**config.mk**
```make
export PLATFORM = sky130hd
export DESIGN_NAME = congestion_window_controller
export DESIGN_NICKNAME = d
export VERILOG_FILES = /design/src/cwc_pkg.sv /design/src/cwc_engine.sv /design/src/cwc_outq.sv /design/src/congestion_window_controller.sv
export SDC_FILE = /design/constraint.sdc
export NUM_CORES = 1
export LEC_CHECK = 0
export BUFFER_PORTS_ARGS = -buffer_cell sky130_fd_sc_hd__buf_2
export CORE_ASPECT_RATIO = 0.7
export CORE_MARGIN = 2
export CORE_UTILIZATION = 45
export CTS_CLUSTER_SIZE = 12
export DETAILED_ROUTE_END_ITERATION = 8
export PLACE_DENSITY_LB_ADDON = 0.25
export SLEW_MARGIN = 20
export SYNTH_ARGS = -nofsm -noshare
export SYNTH_HDL_FRONTEND = slang
export SYNTH_SLANG_ARGS = --single-unit
```
**constraint.sdc**
```tcl
create_clock -name clk -period 10.9 [get_ports clk]
set_input_delay 2.18 -clock clk [delete_from_list [all_inputs] [get_ports clk]]
set_output_delay 2.18 -clock clk [all_outputs]
set_load 0.005 [all_outputs]
```
**src/cwc_pkg.sv**
```systemverilog
// cwc_pkg: shared types and constants for the congestion window controller
// event opcodes, register indexes, reset values and the result/config structs
// no dependencies
`timescale 1ns / 1ps
`default_nettype none

package cwc_pkg;

  localparam int MAX_WINDOW_DEF = 255;
  localparam int DUP_LIMIT_DEF  = 3;

  localparam int APB_ADDR_W = 4;
  localparam int APB_DATA_W = 32;

  localparam logic [7:0]  INIT_WINDOW_RST   = 8'd1;
  localparam logic [7:0]  INIT_SSTHRESH_RST = 8'd64;
  localparam logic [15:0] RTT_TICKS_RST     = 16'd10;
  localparam logic [15:0] TIMEOUT_TICKS_RST = 16'd30;

  typedef enum logic [1:0] {
    OP_ACK   = 2'd0,
    OP_TICK  = 2'd1,
    OP_START = 2'd2,
    OP_STOP  = 2'd3
  } op_t;

  typedef enum logic [1:0] {
    REG_INIT_WINDOW   = 2'd0,
    REG_INIT_SSTHRESH = 2'd1,
    REG_RTT_TICKS     = 2'd2,
    REG_TIMEOUT_TICKS = 2'd3
  } reg_idx_t;

  typedef struct packed {
    logic [7:0]  init_window;
    logic [7:0]  init_ssthresh;
    logic [15:0] rtt_ticks;
    logic [15:0] timeout_ticks;
  } cfg_t;

  typedef struct packed {
    logic [7:0]  window_now;
    logic [7:0]  threshold_now;
    logic        avoid_mode;
    logic        fast_resend;
    logic [31:0] resend_seq;
    logic        timeout_resend;
    logic        session_active;
  } result_t;

  typedef struct packed {
    logic       active;
    logic [7:0] cwnd;
  } status_t;

endpackage

`default_nettype wire

```
**src/cwc_engine.sv**
```systemverilog
// cwc_engine: congestion window state and its per-transaction update
// holds window, threshold, mode, ack history and both tick timers
// depends on cwc_pkg
`timescale 1ns / 1ps
`default_nettype none

module cwc_engine import cwc_pkg::*; #(
  parameter int MAX_WINDOW = MAX_WINDOW_DEF,
  parameter int DUP_LIMIT  = DUP_LIMIT_DEF
) (
  input  wire logic        clk,
  input  wire logic        rst,
  input  wire logic        accept,
  input  wire logic [1:0]  opcode,
  input  wire logic [31:0] ack_number,
  input  wire cfg_t        cfg,
  output result_t          result,
  output status_t          stat
);

  localparam logic [7:0] MAX_W = 8'(MAX_WINDOW);
  localparam logic [1:0] DUP_L = 2'(DUP_LIMIT);

  logic        active, active_next;
  logic [7:0]  cwnd, cwnd_next;
  logic [7:0]  thresh, thresh_next;
  logic        mode_bit, mode_bit_next;
  logic        grew, grew_next;
  logic [31:0] last_ack_seq, last_ack_seq_next;
  logic        last_ack_valid, last_ack_valid_next;
  logic [1:0]  dup_count, dup_count_next;
  logic [15:0] loss_timer, loss_timer_next;
  logic [15:0] period_timer, period_timer_next;

  function automatic logic [7:0] grow(input logic [7:0] c);
    grow = (c < MAX_W) ? c + 8'd1 : c;
  endfunction

  function automatic logic [7:0] half_floor2(input logic [7:0] c);
    logic [7:0] h;
    h = {1'b0, c[7:1]};
    half_floor2 = (h < 8'd2) ? 8'd2 : h;
  endfunction

  function automatic logic [15:0] sat_inc(input logic [15:0] x);
    sat_inc = (x != 16'hFFFF) ? x + 16'd1 : x;
  endfunction

  op_t         op;
  logic [7:0]  w_init;
  logic [7:0]  c1, c2;
  logic        m1;
  logic        is_dup;
  logic [1:0]  dup_inc;
  logic [15:0] l1, p1;
  logic        fast, tmo;
  logic [31:0] rseq;

  always_comb begin
    op      = op_t'(opcode);
    w_init  = cfg.init_window;
    if (w_init == 8'd0) begin
      w_init = 8'd1;
    end
    if (w_init > MAX_W) begin
      w_init = MAX_W;
    end
    c1      = mode_bit ? cwnd : grow(cwnd);
    m1      = mode_bit | (c1 >= thresh);
    c2      = (m1 && !grew) ? grow(c1) : c1;
    is_dup  = last_ack_valid && (ack_number == last_ack_seq);
    dup_inc = dup_count + 2'd1;
    l1      = sat_inc(loss_timer);
    p1      = sat_inc(period_timer);

    active_next         = active;
    cwnd_next           = cwnd;
    thresh_next         = thresh;
    mode_bit_next       = mode_bit;
    grew_next           = grew;
    last_ack_seq_next   = last_ack_seq;
    last_ack_valid_next = last_ack_valid;
    dup_count_next      = dup_count;
    loss_timer_next     = loss_timer;
    period_timer_next   = period_timer;
    fast                = 1'b0;
    tmo                 = 1'b0;
    rseq                = 32'd0;

    case (op)
      OP_START: begin
        active_next         = 1'b1;
        cwnd_next           = w_init;
        thresh_next         = cfg.init_ssthresh;
        mode_bit_next       = 1'b0;
        grew_next           = 1'b0;
        last_ack_seq_next   = 32'd0;
        last_ack_valid_next = 1'b0;
        dup_count_next      = 2'd0;
        loss_timer_next     = 16'd0;
        period_timer_next   = 16'd0;
      end
      OP_STOP: begin
        active_next = 1'b0;
      end
      OP_ACK: begin
        if (active) begin
          cwnd_next     = c2;
          mode_bit_next = m1;
          grew_next     = 1'b1;
          if (is_dup) begin
            if (dup_inc == DUP_L) begin
              thresh_next     = half_floor2(c2);
              cwnd_next       = 8'd1;
              mode_bit_next   = 1'b0;
              loss_timer_next = 16'd0;
              dup_count_next  = 2'd0;
              fast            = 1'b1;
              rseq            = ack_number + 32'd1;
            end else begin
              dup_count_next = dup_inc;
            end
          end else begin
            last_ack_seq_next   = ack_number;
            last_ack_valid_next = 1'b1;
            dup_count_next      = 2'd0;
            loss_timer_next     = 16'd0;
          end
        end
      end
      OP_TICK: begin
        if (active) begin
          loss_timer_next = l1;
          if (l1 >= cfg.timeout_ticks) begin
            thresh_next     = half_floor2(cwnd);
            cwnd_next       = 8'd1;
            mode_bit_next   = 1'b0;
            loss_timer_next = 16'd0;
            tmo             = 1'b1;
          end
          period_timer_next = p1;
          if (p1 >= cfg.rtt_ticks) begin
            grew_next         = 1'b0;
            period_timer_next = 16'd0;
          end
        end
      end
      default: begin
        active_next = active;
      end
    endcase

    result.window_now     = cwnd_next;
    result.threshold_now  = thresh_next;
    result.avoid_mode     = mode_bit_next;
    result.fast_resend    = fast;
    result.resend_seq     = rseq;
    result.timeout_resend = tmo;
    result.session_active = active_next;
  end

  always_ff @(posedge clk) begin
    if (rst) begin
      active         <= 1'b0;
      cwnd           <= 8'd1;
      thresh         <= 8'd64;
      mode_bit       <= 1'b0;
      grew           <= 1'b0;
      last_ack_seq   <= 32'd0;
      last_ack_valid <= 1'b0;
      dup_count      <= 2'd0;
      loss_timer     <= 16'd0;
      period_timer   <= 16'd0;
    end else if (accept) begin
      active         <= active_next;
      cwnd           <= cwnd_next;
      thresh         <= thresh_next;
      mode_bit       <= mode_bit_next;
      grew           <= grew_next;
      last_ack_seq   <= last_ack_seq_next;
      last_ack_valid <= last_ack_valid_next;
      dup_count      <= dup_count_next;
      loss_timer     <= loss_timer_next;
      period_timer   <= period_timer_next;
    end
  end

  assign stat.active = active;
  assign stat.cwnd   = cwnd;

endmodule

`default_nettype wire

```
**src/cwc_outq.sv**
```systemverilog
// cwc_outq: two-entry result buffer, output register plus skid register
// lets the event side keep going while a result waits on a stalled consumer
// depends on cwc_pkg
`timescale 1ns / 1ps
`default_nettype none

module cwc_outq import cwc_pkg::*; (
  input  wire logic    clk,
  input  wire logic    rst,
  input  wire logic    push,
  input  wire result_t push_data,
  output logic         full,
  output logic         out_valid,
  input  wire logic    out_stall,
  output result_t      out_data
);

  logic    skid_valid;
  result_t skid_data;
  logic    can_load;

  assign can_load = !out_valid || !out_stall;
  assign full     = skid_valid;

  always_ff @(posedge clk) begin
    if (rst) begin
      out_valid  <= 1'b0;
      skid_valid <= 1'b0;
    end else if (can_load) begin
      out_valid  <= skid_valid | push;
      skid_valid <= 1'b0;
    end else if (push) begin
      skid_valid <= 1'b1;
    end
  end

  always_ff @(posedge clk) begin
    if (can_load) begin
      out_data <= skid_valid ? skid_data : push_data;
    end
    if (!can_load && push) begin
      skid_data <= push_data;
    end
  end

endmodule

`default_nettype wire

```
**src/congestion_window_controller.sv**
```systemverilog
// congestion_window_controller: sender-side congestion window, slow start and
// avoidance, fast retransmit on duplicate acks, loss and round-trip timers
// a taken event's result is registered in the output register, or in the skid register while res_stall holds the output
// throughput: one event per cycle while evt_stall is low
// reset: synchronous; session inactive, window 1, threshold 64, registers at defaults
// depends on cwc_pkg, cwc_engine, cwc_outq
`timescale 1ns / 1ps
`default_nettype none

module congestion_window_controller import cwc_pkg::*; #(
  parameter int MAX_WINDOW = MAX_WINDOW_DEF,
  parameter int DUP_LIMIT  = DUP_LIMIT_DEF
) (
  input  wire logic                  clk,
  input  wire logic                  rst,
  input  wire logic                  psel,
  input  wire logic                  penable,
  input  wire logic                  pwrite,
  input  wire logic [APB_ADDR_W-1:0] paddr,
  input  wire logic [APB_DATA_W-1:0] pwdata,
  output logic [APB_DATA_W-1:0]      prdata,
  output logic                       pready,
  input  wire logic                  evt_valid,
  output logic                       evt_stall,
  input  wire logic [1:0]            opcode,
  input  wire logic [31:0]           ack_number,
  output logic                       res_valid,
  input  wire logic                  res_stall,
  output logic [7:0]                 window_now,
  output logic [7:0]                 threshold_now,
  output logic                       avoid_mode,
  output logic                       fast_resend,
  output logic [31:0]                resend_seq,
  output logic                       timeout_resend,
  output logic                       session_active
);

  cfg_t     cfg;
  reg_idx_t reg_idx;
  logic     cfg_wr;
  logic     evt_accept;
  logic     q_full;
  result_t  eng_result;
  result_t  res_data;
  status_t  stat;

  assign pready  = 1'b1;
  assign reg_idx = reg_idx_t'(paddr[3:2]);
  assign cfg_wr  = psel && penable && pwrite && pready;

  always_ff @(posedge clk) begin
    if (rst) begin
      cfg.init_window   <= INIT_WINDOW_RST;
      cfg.init_ssthresh <= INIT_SSTHRESH_RST;
      cfg.rtt_ticks     <= RTT_TICKS_RST;
      cfg.timeout_ticks <= TIMEOUT_TICKS_RST;
    end else if (cfg_wr) begin
      case (reg_idx)
        REG_INIT_WINDOW:   cfg.init_window   <= pwdata[7:0];
        REG_INIT_SSTHRESH: cfg.init_ssthresh <= pwdata[7:0];
        REG_RTT_TICKS:     cfg.rtt_ticks     <= pwdata[15:0];
        REG_TIMEOUT_TICKS: cfg.timeout_ticks <= pwdata[15:0];
        default: begin
          cfg.init_window <= cfg.init_window;
        end
      endcase
    end
  end

  always_comb begin
    case (reg_idx)
      REG_INIT_WINDOW:   prdata = {24'd0, cfg.init_window};
      REG_INIT_SSTHRESH: prdata = {24'd0, cfg.init_ssthresh};
      REG_RTT_TICKS:     prdata = {16'd0, cfg.rtt_ticks};
      REG_TIMEOUT_TICKS: prdata = {16'd0, cfg.timeout_ticks};
      default:           prdata = '0;
    endcase
  end

  assign evt_stall  = q_full;
  assign evt_accept = evt_valid && !evt_stall;

  cwc_engine #(
    .MAX_WINDOW (MAX_WINDOW),
    .DUP_LIMIT  (DUP_LIMIT)
  ) u_engine (
    .clk        (clk),
    .rst        (rst),
    .accept     (evt_accept),
    .opcode     (opcode),
    .ack_number (ack_number),
    .cfg        (cfg),
    .result     (eng_result),
    .stat       (stat)
  );

  cwc_outq u_outq (
    .clk       (clk),
    .rst       (rst),
    .push      (evt_accept),
    .push_data (eng_result),
    .full      (q_full),
    .out_valid (res_valid),
    .out_stall (res_stall),
    .out_data  (res_data)
  );

  assign window_now     = res_data.window_now;
  assign threshold_now  = res_data.threshold_now;
  assign avoid_mode     = res_data.avoid_mode;
  assign fast_resend    = res_data.fast_resend;
  assign resend_seq     = res_data.resend_seq;
  assign timeout_resend = res_data.timeout_resend;
  assign session_active = res_data.session_active;

  a_skid_behind_output: assert property (@(posedge clk) disable iff (rst)
    q_full |-> res_valid)
    else $error("skid entry held with no result on the output");

  a_window_range: assert property (@(posedge clk) disable iff (rst)
    (stat.cwnd != 8'd0) && (stat.cwnd <= 8'(MAX_WINDOW)))
    else $error("window outside 1..max");

  a_start_activates: assert property (@(posedge clk) disable iff (rst)
    (evt_accept && (opcode == OP_START)) |=> stat.active)
    else $error("session not active after start");

  a_result_follows_accept: assert property (@(posedge clk) disable iff (rst)
    evt_accept |=> res_valid)
    else $error("accepted transaction produced no result");

endmodule

`default_nettype wire
```
==> results of run 1 <==
-- cell usage after synthesis (15+ instances only) --
| cell type | number | share of area [%] |
|---|---|---|
| buf_4 | 19 | 1.1 |
| and3_1 | 15 | 0.71 |
| o31ai_1 | 40 | 2.3 |
| nand2b_1 | 16 | 0.76 |
| clkbuf_1 | 75 | 2.1 |
| nand3_1 | 76 | 2.9 |
| edfxtp_1 | 104 | 24 |
| nand2_1 | 185 | 5.2 |
| a21oi_1 | 118 | 4.5 |
| dfxtp_1 | 136 | 21 |
| inv_1 | 63 | 1.8 |
| mux2_2 | 16 | 1.4 |
| o21ai_0 | 64 | 2.4 |
| ha_1 | 45 | 4.2 |
| nor3_1 | 20 | 0.76 |
| nor2_1 | 140 | 4.0 |
| nand4_1 | 15 | 0.71 |
| xnor2_1 | 40 | 2.6 |
| nor2b_1 | 23 | 1.1 |
| xor2_1 | 40 | 2.6 |
| mux2i_1 | 29 | 2.2 |
-- worst max-delay path: stages --
cell    delay, ns
buf_2        0.51
mux4_2       0.64
buf_2        0.15
-- state kept, by name, summed over array words and instances (netlist names) --
signal and cells:
u_outq.out_valid 1, u_engine.period_timer 16, u_engine.thresh 8, u_outq.skid_data 52, u_engine.dup_count 2, u_engine.mode_bit 1
u_outq.out_data 52, u_engine.grew 1, u_engine.active 1, u_engine.last_ack_seq 32, u_engine.loss_timer 16, cfg 48
u_outq.full 1, u_engine.last_ack_valid 1, u_engine.cwnd 8
-- per-stage QoR --
step / worst slack (ns) / hold WS (ns)
global route: 5.160 / 0.4891
finish: 5.219 / 0.4547
floorplan: 4.733 / 0.4319
global placement: 5.217 / 0.4406
CTS: 5.220 / 0.4572
detailed placement: 5.218 / 0.4471
-- layer usage --
metal,vias up,GRT usage [%],part of all wire [%]
met5,-,0,0.020
met4,2,4.714,1.8
met3,52,4.674,8.4
met2,379,32.55,41
met1,5144,35.37,49
li1,5390,-,-
-- path summary, 6_finish.rpt --
kind | startpoint | end | slack [ns] | cells past startpoint
max reg2reg | u_engine.loss_timer[4]$_SDFFE_PP0P_ | u_outq.out_data[48]$_DFFE_PP_ | 5.66 | 18
min reg2reg | u_engine.period_timer[9]$_SDFFE_PP0P_ | u_engine.period_timer[9]$_SDFFE_PP0P_ | 0.45 | 2
min | u_engine.period_timer[9]$_SDFFE_PP0P_ | u_engine.period_timer[9]$_SDFFE_PP0P_ | 0.45 | 2
max | paddr[2] | prdata[4] | 5.22 | 3
-- where the power goes --
group          total, mW  switching [mW]  internal, mW
registers          0.989          0.0207         0.968
clock network      0.855           0.360         0.496
logic              0.200           0.129        0.0716
-- logic make-up (layout without fill, tap and decap cells) --
group / count (synthesis) / count (layout) / synth area share [%]
AO/OA/AOI/OAI: 334 / 334 / 15.88
XOR/XNOR: 80 / 80 / 5.289
adder cells (fa/ha/maj): 45 / 45 / 4.250
buffers and inverters: 172 / 251 / 5.458
flip-flops: 240 / 240 / 44.12
multiplexers: 55 / 55 / 5.251
other: 2 / 18 / 0.05668
AND/OR/NAND/NOR: 553 / 553 / 19.69
-- placed cells by master (no fill, tap or decap), drive strengths merged, types with 7 or more instances in the layout --
cell / synthesis / layout
or2: 7 / 7
nand3b: 9 / 9
a22oi: 12 / 12
dfxtp: 136 / 136
buf: 33 / 142
a21oi: 119 / 119
nor4: 13 / 13
nand2: 186 / 186
o21a: 8 / 8
nor2: 140 / 140
a211oi: 10 / 10
xor2: 40 / 40
nand3: 76 / 76
xnor2: 40 / 40
o31ai: 40 / 40
clkbuf: 75 / 41
edfxtp: 104 / 104
conb: 2 / 17
a21o: 14 / 14
a221o: 7 / 7
mux2i: 31 / 31
nand4: 15 / 15
mux4: 8 / 8
o21ai: 69 / 69
mux2: 16 / 16
ha: 45 / 45
nand2b: 16 / 16
nor2b: 24 / 24
nor3: 20 / 20
and3: 16 / 16
inv: 64 / 65
-- layout make-up --
| class | count | area [um^2] |
|---|---|---|
| fill | 2712 | 14080 |
| tap | 378 | 473.0 |
| timing repair buffer | 142 | 748.2 |
| inverter | 64 | 240.2 |
| multi-input combinational | 1084 | 6754 |
| antenna | 1 | 2.502 |
| clock buffer | 41 | 757.0 |
| sequential | 240 | 5849 |
| clock inverter | 4 | 46.29 |
==> results.md, run 1 <==
* Asr flop ratio synth at 0%
* Post-synth cell types at 76
* Fin cells at 1,954
* Post-synth EDFFs at 104
* Total CTS buffers at 25
* Clk pin slew, worst setup/hold paths at 0.07 ns
* First-pass GRT wire length at 56,280 um
* Fin. Hold Viols at 0
* Die Height at 147.6 um
* Part of the cycle the worst path needs at 52.11%
* Total power at 2.044 mW
* Starting Density at 45.76%
* Final #Nets at 1,679
* WL final at 35,740 um
* CP Capture Type: primary output
* Layout cell share with drive strength beyond 1 at 13.90%
* Via count at 10,970
* Max-slew headroom at 25.87%
* Vias in the first global route at 10,040
* IO Count at 164
* Fin area at 14,870 um^2
* Post-route minimum period at 5.681 ns
* 1st-pass router iterations at 5
* Post-DP Area at 14,060 um^2
* Main synth FF type: dfxtp_1
* Syn Inst Count at 1,481
* Crit path launch type: input port
* Yosys warns at 0
* Post-route DRC at 0
* Max-capacitance violation count at 0
* Die X at 209.1 um
* Outcome: finished clean
* Final Max Tran Viols at 0
* Clock buffer depth at 3
* H-tree depth at 1
* GRT Total Usage at 22.84%
* Worst-margin pin slew at 1.108 ns
* Worst Hold Class: flop to flop
* Num rows at 52
* Post-route ant nets at 0
* Peak VDD IR at 108.6 uV
* Sequential share of the synthesized area at 44.12%
* Post-CTS Resized at 0
* Die ar. at 30,850 um^2
* Initial antenna violation count at 2
* Largest net degree at the start of global routing at 100
* Finished Core Util at 51.36%
* Avg Inst Size Synth at 8.946 um^2
* Wire per inst at 18.29 um
* FMAX at 0.1760 GHz
* Leakage at 5.678 nW
* Post-Route Setup TNS at 0 ns
* Number of post-CTS setup repair buffers at 0
* Post-DP HPWL at 25,470 um
* Via density at 5.613
* Clock skew at 0.02584 ns
* Synth Register Bits at 240
* WS Path Type: input port to primary output
* Sink Count at 240
* Initial DRC count at 1,149
* Skew-Pair Late Insertion Delay at 0.55 ns
* Final setup fails at 0
* Core Region at 28,950 um^2
* RSZ-0062 raised after global routing: false
* IO buf count at 128
* Crit-path max FO at 23
* GRT overflow at 0
* CTS tree: done
* CTS hold repair buffers at 0
* Placed cells at 1,908
* Critical path arrival at 3.50 ns
* PD cells at 137.5 nW/um^2
* Area delta synth->final at 12.24%
* Final GP Congestion at 0.9570
* Mapped cell area at 13,250 um^2
* WP data required at 8.72 ns
* Clock Root Buffer: clkbuf_16
(Power assumes the default switching activity.)
==> inputs of run 2 (changes only) <==
==> constraint.sdc (replaced) <==
create_clock -name clk -period 4.81 [get_ports clk]
set_input_delay 0.962 -clock clk [delete_from_list [all_inputs] [get_ports clk]]
set_output_delay 0.962 -clock clk [all_outputs]
set_load 0.005 [all_outputs]
==> run 2 against run 1 <==
Routed wire length increased by 3.7%. Clock skew is 0.011 ns lower. Utilization increased by 0.88 points. Combinational power grew 140%. Design area increased by 1.7%. Clock power increased by 120%. Highest routed layer unchanged.
==> results.md, run 2 (same netlist as run 1, synthesis figures left out) <==
* Outcome: finished clean
* Fin cells at 1,986 (+1.6%)
* Reg2reg start: u_engine.cwnd[2]$_SDFFE_PP0P_
* Clk pin slew, worst setup/hold paths at 0.06 ns (about the same)
* Reg-to-reg endpoint: u_outq.out_data[36]$_DFFE_PP_
* RSZ-0062 raised after global routing: false
* Placed cells at 1,937 (+1.5%)
* WL final at 37,060 um (+3.7%)
* Fin. Hold Viols at 0 (unchanged)
* Vias in the first global route at 10,360 (+3.2%)
* Die X at 209.1 um (unchanged)
* Internal cell power at 3.416 mW (+120%)
* WP data required at 5.08 ns (-3.64 ns)
* Num rows at 52 (unchanged)
* Seq pwr share at 48.7% (+0.3 points)
* Worst Hold Class: flop to flop
* WHS Endpoint: u_engine.dup_count[1]$_SDFFE_PP0P_
* Sink Count at 240 (unchanged)
* Finished Core Util at 52.24% (+0.88 points)
* Worst-margin pin slew at 0.8287 ns (-0.2792 ns)
* Post-DP HPWL at 26,570 um (+4.4%)
* First-pass GRT wire length at 58,170 um (+3.4%)
* FMAX at 0.2150 GHz
* Initial DRC count at 1,026 (-11%)
* Starting Density at 45.76% (unchanged)
* Part of the power in the clock network at 40.8% (-1.0 points)
* PD cells at 303.5 nW/um^2 (+120%)
* Hold depth at 2 (unchanged)
* Layout cell share with drive strength beyond 1 at 16.05% (+2.1 points)
* WS Path Type: flop to flop
* Max-capacitance violation count at 0 (unchanged)
* 1st-pass router iterations at 5 (unchanged)
* Leakage at 5.824 nW (+2.6%)
* CP Capture Type: flop
* Die Height at 147.6 um (unchanged)
* Combinational power share at 10.5% (+0.7 points)
* Leading registers by flop count: u_outq.out_data: 52 flops, u_outq.skid_data: 52 flops, cfg: 48 flops
* Largest net degree at the start of global routing at 70 (-30%)
* Max-slew headroom at 44.62% (+19 points)
* Final Max Tran Viols at 0 (unchanged)
* Total power at 4.590 mW (+120%)
* Via count at 11,240 (+2.5%)
* Peak VDD IR at 233.8 uV (+120%)
* Part of the cycle the worst path needs at 96.70%
* Post-route minimum period at 4.651 ns
* Path depth of the worst reg2reg path at 14 (-4)
* CTS tree: done
* Critical path arrival at 4.92 ns (+1.42 ns)
* IO buf count at 128 (unchanged)
* Skew-Pair Late Insertion Delay at 0.55 ns (about the same)
* Sw Share at 25.57% (+0.67 points)
* Clock buffer depth at 3 (unchanged)
* Wire per inst at 18.66 um (+2.0%)
* Core Region at 28,950 um^2 (unchanged)
* Commonest non-fill, non-tap cell in the layout: nand2_1
* Most frequent cells in the layout: 184 x nand2_1, 138 x nor2_1, 132 x dfxtp_1
* Die ar. at 30,850 um^2 (unchanged)
* Initial antenna violation count at 2 (unchanged)
* Final #Nets at 1,709 (+1.8%)
* Post-Route Setup TNS at 0 ns (unchanged)
* Number of post-CTS setup repair buffers at 0 (unchanged)
* Clock Root Buffer: clkbuf_16
* CTS hold repair buffers at 0 (unchanged)
* IO Count at 164 (unchanged)
* Worst reg2reg setup slack at 0.16 ns (-5.50 ns)
* Post-route ant nets at 0 (unchanged)
* Crit-path max FO at 8 (-65%)
* GRT overflow at 0 (unchanged)
* Final GP Congestion at 0.9422 (-1.5%)
* Crit path launch type: flop
* Post-CTS Resized at 0 (unchanged)
* Post-route DRC at 0 (unchanged)
* P_sw at 1.174 mW (+130%)
* Total CTS buffers at 26 (+4.0%)
* Final setup fails at 0 (unchanged)
* H-tree depth at 1 (unchanged)
* Clock skew at 0.01528 ns (-0.01056 ns)
* GRT Total Usage at 23.62% (+0.78 points)
* Min-delay src: u_engine.dup_count[1]$_SDFFE_PP0P_
* Via density at 5.661 (+0.86%)
* Area delta synth->final at 14.17%
==> run 2: changes by cell type in the layout (fill, tap and decap cells not counted), sizes merged <==
cell,change
bufinv,-1
inv,-1
clkinvlp,+1
clkinv,+5
clkbuf,-1
buf,+29
==> run 2: final cells by class <==
cell class / instances / area, um^2
Multi-Input combinational cell: 1084 / 6790
Sequential cell: 240 / 5853
Tap cell: 378 / 473.0
Clock buffer: 40 / 734.5
Antenna cell: 1 / 2.502
Timing Repair Buffer: 171 / 991.0
Inverter: 64 / 240.2
Fill cell: 2673 / 13830
Clock inverter: 8 / 41.29
==> run 2: how the worst max path moves through the flow <==
stage	end	from	cells after the start	slack, ns
6_report	u_outq.out_data[36]$_DFFE_PP_	u_engine.cwnd[2]$_SDFFE_PP0P_	14	0.16
5_1_grt	u_outq.out_data[36]$_DFFE_PP_	u_engine.cwnd[2]$_SDFFE_PP0P_	14	0.002
4_1_cts	u_outq.out_data[38]$_DFFE_PP_	u_engine.loss_timer[5]$_SDFFE_PP0P_	21	0.02
3_5_place_dp	u_outq.out_data[38]$_DFFE_PP_	u_engine.loss_timer[5]$_SDFFE_PP0P_	21	0.04
3_3_place_gp	u_outq.out_data[38]$_DFFE_PP_	u_engine.loss_timer[5]$_SDFFE_PP0P_	21	0.12
2_1_floorplan	u_outq.out_data[38]$_DFFE_PP_	u_engine.loss_timer[3]$_SDFFE_PP0P_	21	0.29
==> run 2: through the flow <==
step / hold WS, ns / worst slack (ns) / instance area, um^2
2_1_floorplan: 0.4319 / 0.2934 / 13310
3_3_place_gp: 0.4410 / 0.1220 / 14310
3_5_place_dp: 0.4635 / 0.03816 / 14310
4_1_cts: 0.4715 / 0.01700 / 15080
5_1_grt: 0.4910 / 0.002486 / 15120
6_report: 0.4715 / 0.1590 / 15130
==> run 2: critical path, cell delays in order (launching register included) <==
cell and delay, ns:
dfxtp_1 0.50, nand3_1 0.13, nor3_1 0.28, mux2i_2 0.35
inv_1 0.18, ha_1 0.33, a211o_1 0.12, a21oi_1 0.04
a221o_1 0.41, a21o_1 0.29, nor3_1 0.22, mux2_2 0.40
or4b_1 0.67, a21oi_1 0.33, o31ai_1 0.11
==> run 2: per-layer routing <==
metal  share of wire [%]  GRT usage (%)  routed length, um  vias up
li1                    -              -                  -     5445
met1                  49          36.84              18180     5372
met2                  42          33.50              15490      381
met3                 7.7          4.865               2843       42
met4                 1.4          4.571                523        2
met5               0.030              0                 11        -
==> run 2: power groups by stage <==
stage / registers, mW / clock network (mW) / logic, mW
6_report: 2.24 / 1.87 / 0.481
3_3_place_gp: 2.28 / 0 / 0.464
3_5_place_dp: 2.28 / 0 / 0.468
2_1_floorplan: 2.27 / 0 / 0.286
4_1_cts: 2.24 / 1.91 / 0.471
5_1_grt: 2.24 / 1.99 / 0.525
==> inputs of run 3 (changes only) <==
--- a/config.mk
+++ b/config.mk
@@ -9,9 +9,11 @@
 export CORE_ASPECT_RATIO = 0.7
 export CORE_MARGIN = 2
 export CORE_UTILIZATION = 45
+export CTS_CLUSTER_DIAMETER = 100
 export CTS_CLUSTER_SIZE = 12
 export DETAILED_ROUTE_END_ITERATION = 8
 export PLACE_DENSITY_LB_ADDON = 0.25
+export RECOVER_POWER = 100
 export SLEW_MARGIN = 20
 export SYNTH_ARGS = -nofsm -noshare
 export SYNTH_HDL_FRONTEND = slang
==> run 3 against run 2 <==
The flow now finishes with violations (capacitance limit, slew limit). Sequential cell count unchanged. Routed wire length hardly changed. Final cell count decreased by 0.60%. Register-to-register slack improved by 0.03 ns. Sequential share of layout area up 0.79 points. Power shrank 5.0%. Worst hold slack better by 0.0028 ns. Clock skew shrank 0.0029 ns. Sequential power hardly changed. Largest power group unchanged. Highest routed layer unchanged.
==> results.md, run 3 (same netlist as run 1, synthesis figures left out) <==
* Outcome: complete, but fails checks
* Failing checks: capacitance limit, slew limit
* Wire per inst at 18.77 um (+0.62%)
* Critical Path Start: ack_number[21]
* First-pass GRT wire length at 58,170 um (about the same)
* H-tree depth at 1 (unchanged)
* Post-DP HPWL at 26,570 um (unchanged)
* Setup crit end: u_outq.out_data[41]$_DFFE_PP_
* WS Path Type: input port to flop
* Max-slew headroom at -120.9% (-170 points)
* Most frequent cells in the layout: 185 x nand2_1, 140 x nor2_1, 132 x dfxtp_1
* Post-route DRC at 0 (unchanged)
* Crit path launch type: input port
* Initial DRC count at 1,026 (unchanged)
* GRT Total Usage at 23.63% (about the same)
* Post-route minimum period at 4.644 ns (-0.007514 ns)
* Post-Route Setup TNS at 0 ns (unchanged)
* Critical path arrival at 4.99 ns (+0.07 ns)
* Skew-Pair Late Insertion Delay at 0.52 ns (-0.03 ns)
* Initial antenna violation count at 2 (unchanged)
* Via density at 5.683 (+0.40%)
* Worst reg2reg setup slack at 0.19 ns (+0.03 ns)
* RSZ-0062 raised after global routing: false
* Die X at 209.1 um (unchanged)
* 1st-pass router iterations at 6 (+1)
* PD cells at 294.1 nW/um^2 (-3.1%)
* Leakage at 5.524 nW (-5.1%)
* Starting Density at 45.76% (unchanged)
* Die Height at 147.6 um (unchanged)
* Clock buffer depth at 3 (unchanged)
* Die ar. at 30,850 um^2 (unchanged)
* Vias in the first global route at 10,220 (-1.4%)
* Largest net degree at the start of global routing at 70 (unchanged)
* Core Region at 28,950 um^2 (unchanged)
* Clk pin slew, worst setup/hold paths at 0.06 ns (about the same)
* Final #Nets at 1,706 (-0.18%)
* Post-route ant nets at 0 (unchanged)
* Clock skew at 0.01240 ns (-0.002882 ns)
* Clock Root Buffer: clkbuf_16
* CTS tree: done
* FMAX at 0.2154 GHz (+0.16%)
* Final GP Congestion at 0.9422 (unchanged)
* WL final at 37,060 um (about the same)
* IO Count at 164 (unchanged)
* IO buf count at 128 (unchanged)
* Total CTS buffers at 23 (-12%)
* Worst Hold Class: flop to flop
* GRT overflow at 0 (unchanged)
* Layout cell share with drive strength beyond 1 at 12.16% (-3.9 points)
* Path depth of the worst reg2reg path at 14 (unchanged)
* Leading registers by flop count: u_outq.out_data: 52 flops, u_outq.skid_data: 52 flops, cfg: 48 flops
* Worst-margin pin slew at 3.313 ns (+2.484 ns)
* WP data required at 5.15 ns (+0.07 ns)
* CP Capture Type: flop
* Crit-path max FO at 67 (+59)
* Reg-to-reg endpoint: u_outq.out_data[37]$_DFFE_PP_
* Finished Core Util at 51.20% (-1.0 points)
* Max-capacitance violation count at 3 (+3)
* Part of the cycle the worst path needs at 96.54% (-0.16 points)
* Hold_ws at 0.4743 ns (+0.002798 ns)
* Reg2reg start: u_engine.cwnd[2]$_SDFFE_PP0P_
* Commonest non-fill, non-tap cell in the layout: nand2_1
* Num rows at 52 (unchanged)
* Via count at 11,220 (-0.20%)
* Area delta synth->final at 11.89%
* Final setup fails at 0 (unchanged)
* Fin. Hold Viols at 0 (unchanged)
* Final Max Tran Viols at 103 (+103)
* Peak VDD IR at 208.1 uV (-11%)
* Sink Count at 240 (unchanged)
## run 3: worst max-delay path, stage by stage
cell	delay, ns
clkbuf_1	0.18
xnor2_1	0.36
o221ai_1	0.17
or4_1	0.58
nor4_1	0.53
buf_4	0.25
nand3_2	0.08
clkbuf_2	0.81
o221ai_1	0.74
a21oi_2	0.09
o31ai_1	0.24
## run 3: where the power goes
group          switching [mW]  leakage [nW]  internal [mW]  total, mW
Clock                   0.767         0.299          0.882       1.65
Sequential             0.0431          2.11           2.20       2.24
Combinational           0.308          3.11          0.166      0.473
Total                    1.12          5.52           3.24       4.36
## run 3: worst min path at each step
stage / to / from / slack (ns) / cells past startpoint
finish: u_engine.dup_count[1]$_SDFFE_PP0P_ / u_engine.dup_count[1]$_SDFFE_PP0P_ / 0.47 / 2
global route: u_engine.period_timer[9]$_SDFFE_PP0P_ / u_engine.period_timer[9]$_SDFFE_PP0P_ / 0.49 / 2
CTS: u_engine.dup_count[1]$_SDFFE_PP0P_ / u_engine.dup_count[1]$_SDFFE_PP0P_ / 0.47 / 2
detailed placement: u_engine.dup_count[1]$_SDFFE_PP0P_ / u_engine.dup_count[1]$_SDFFE_PP0P_ / 0.46 / 2
global placement: u_engine.period_timer[9]$_SDFFE_PP0P_ / u_engine.period_timer[9]$_SDFFE_PP0P_ / 0.44 / 2
floorplan: u_engine.period_timer[9]$_SDFFE_PP0P_ / u_engine.period_timer[9]$_SDFFE_PP0P_ / 0.43 / 2
## run 3: per-layer routing
| layer | track usage, % | routed length (um) | vias to the layer above |
|---|---|---|---|
| met5 | 0 | 11 | - |
| met1 | 37.49 | 18520 | 5378 |
| li1 | - | - | 5441 |
| met3 | 4.249 | 2570 | 40 |
| met4 | 4.893 | 626 | 2 |
| met2 | 33.07 | 15330 | 358 |
## run 3: cell type report
class | instances | area [um^2]
Inverter | 64 | 240.2
Tap cell | 378 | 473.0
Fill cell | 2722 | 14130
Timing Repair Buffer | 171 | 864.6
Sequential cell | 240 | 5853
Clock buffer | 36 | 624.3
Antenna cell | 1 | 2.502
Multi-Input combinational cell | 1084 | 6766
## run 3: stage by stage
stage                     instance area, um^2  power (mW)  cells  setup slack, ns
after floorplan                         13310       2.554   1496           0.2934
after global placement                  14310       2.742   1937           0.1220
after detailed placement                14310       2.748   1937          0.03816
after CTS                               14930       4.394   1973         0.007904
after global routing                    14820       4.532   1973         0.002875
final                                   14820       4.360   1974           0.1665
## run 3: repair_timing
item                       in CTS  in global routing
gates resized for setup         0                 15
buffers inserted                0                  0
hold buffers                    0                  0
setup endpoints to repair       0                 51
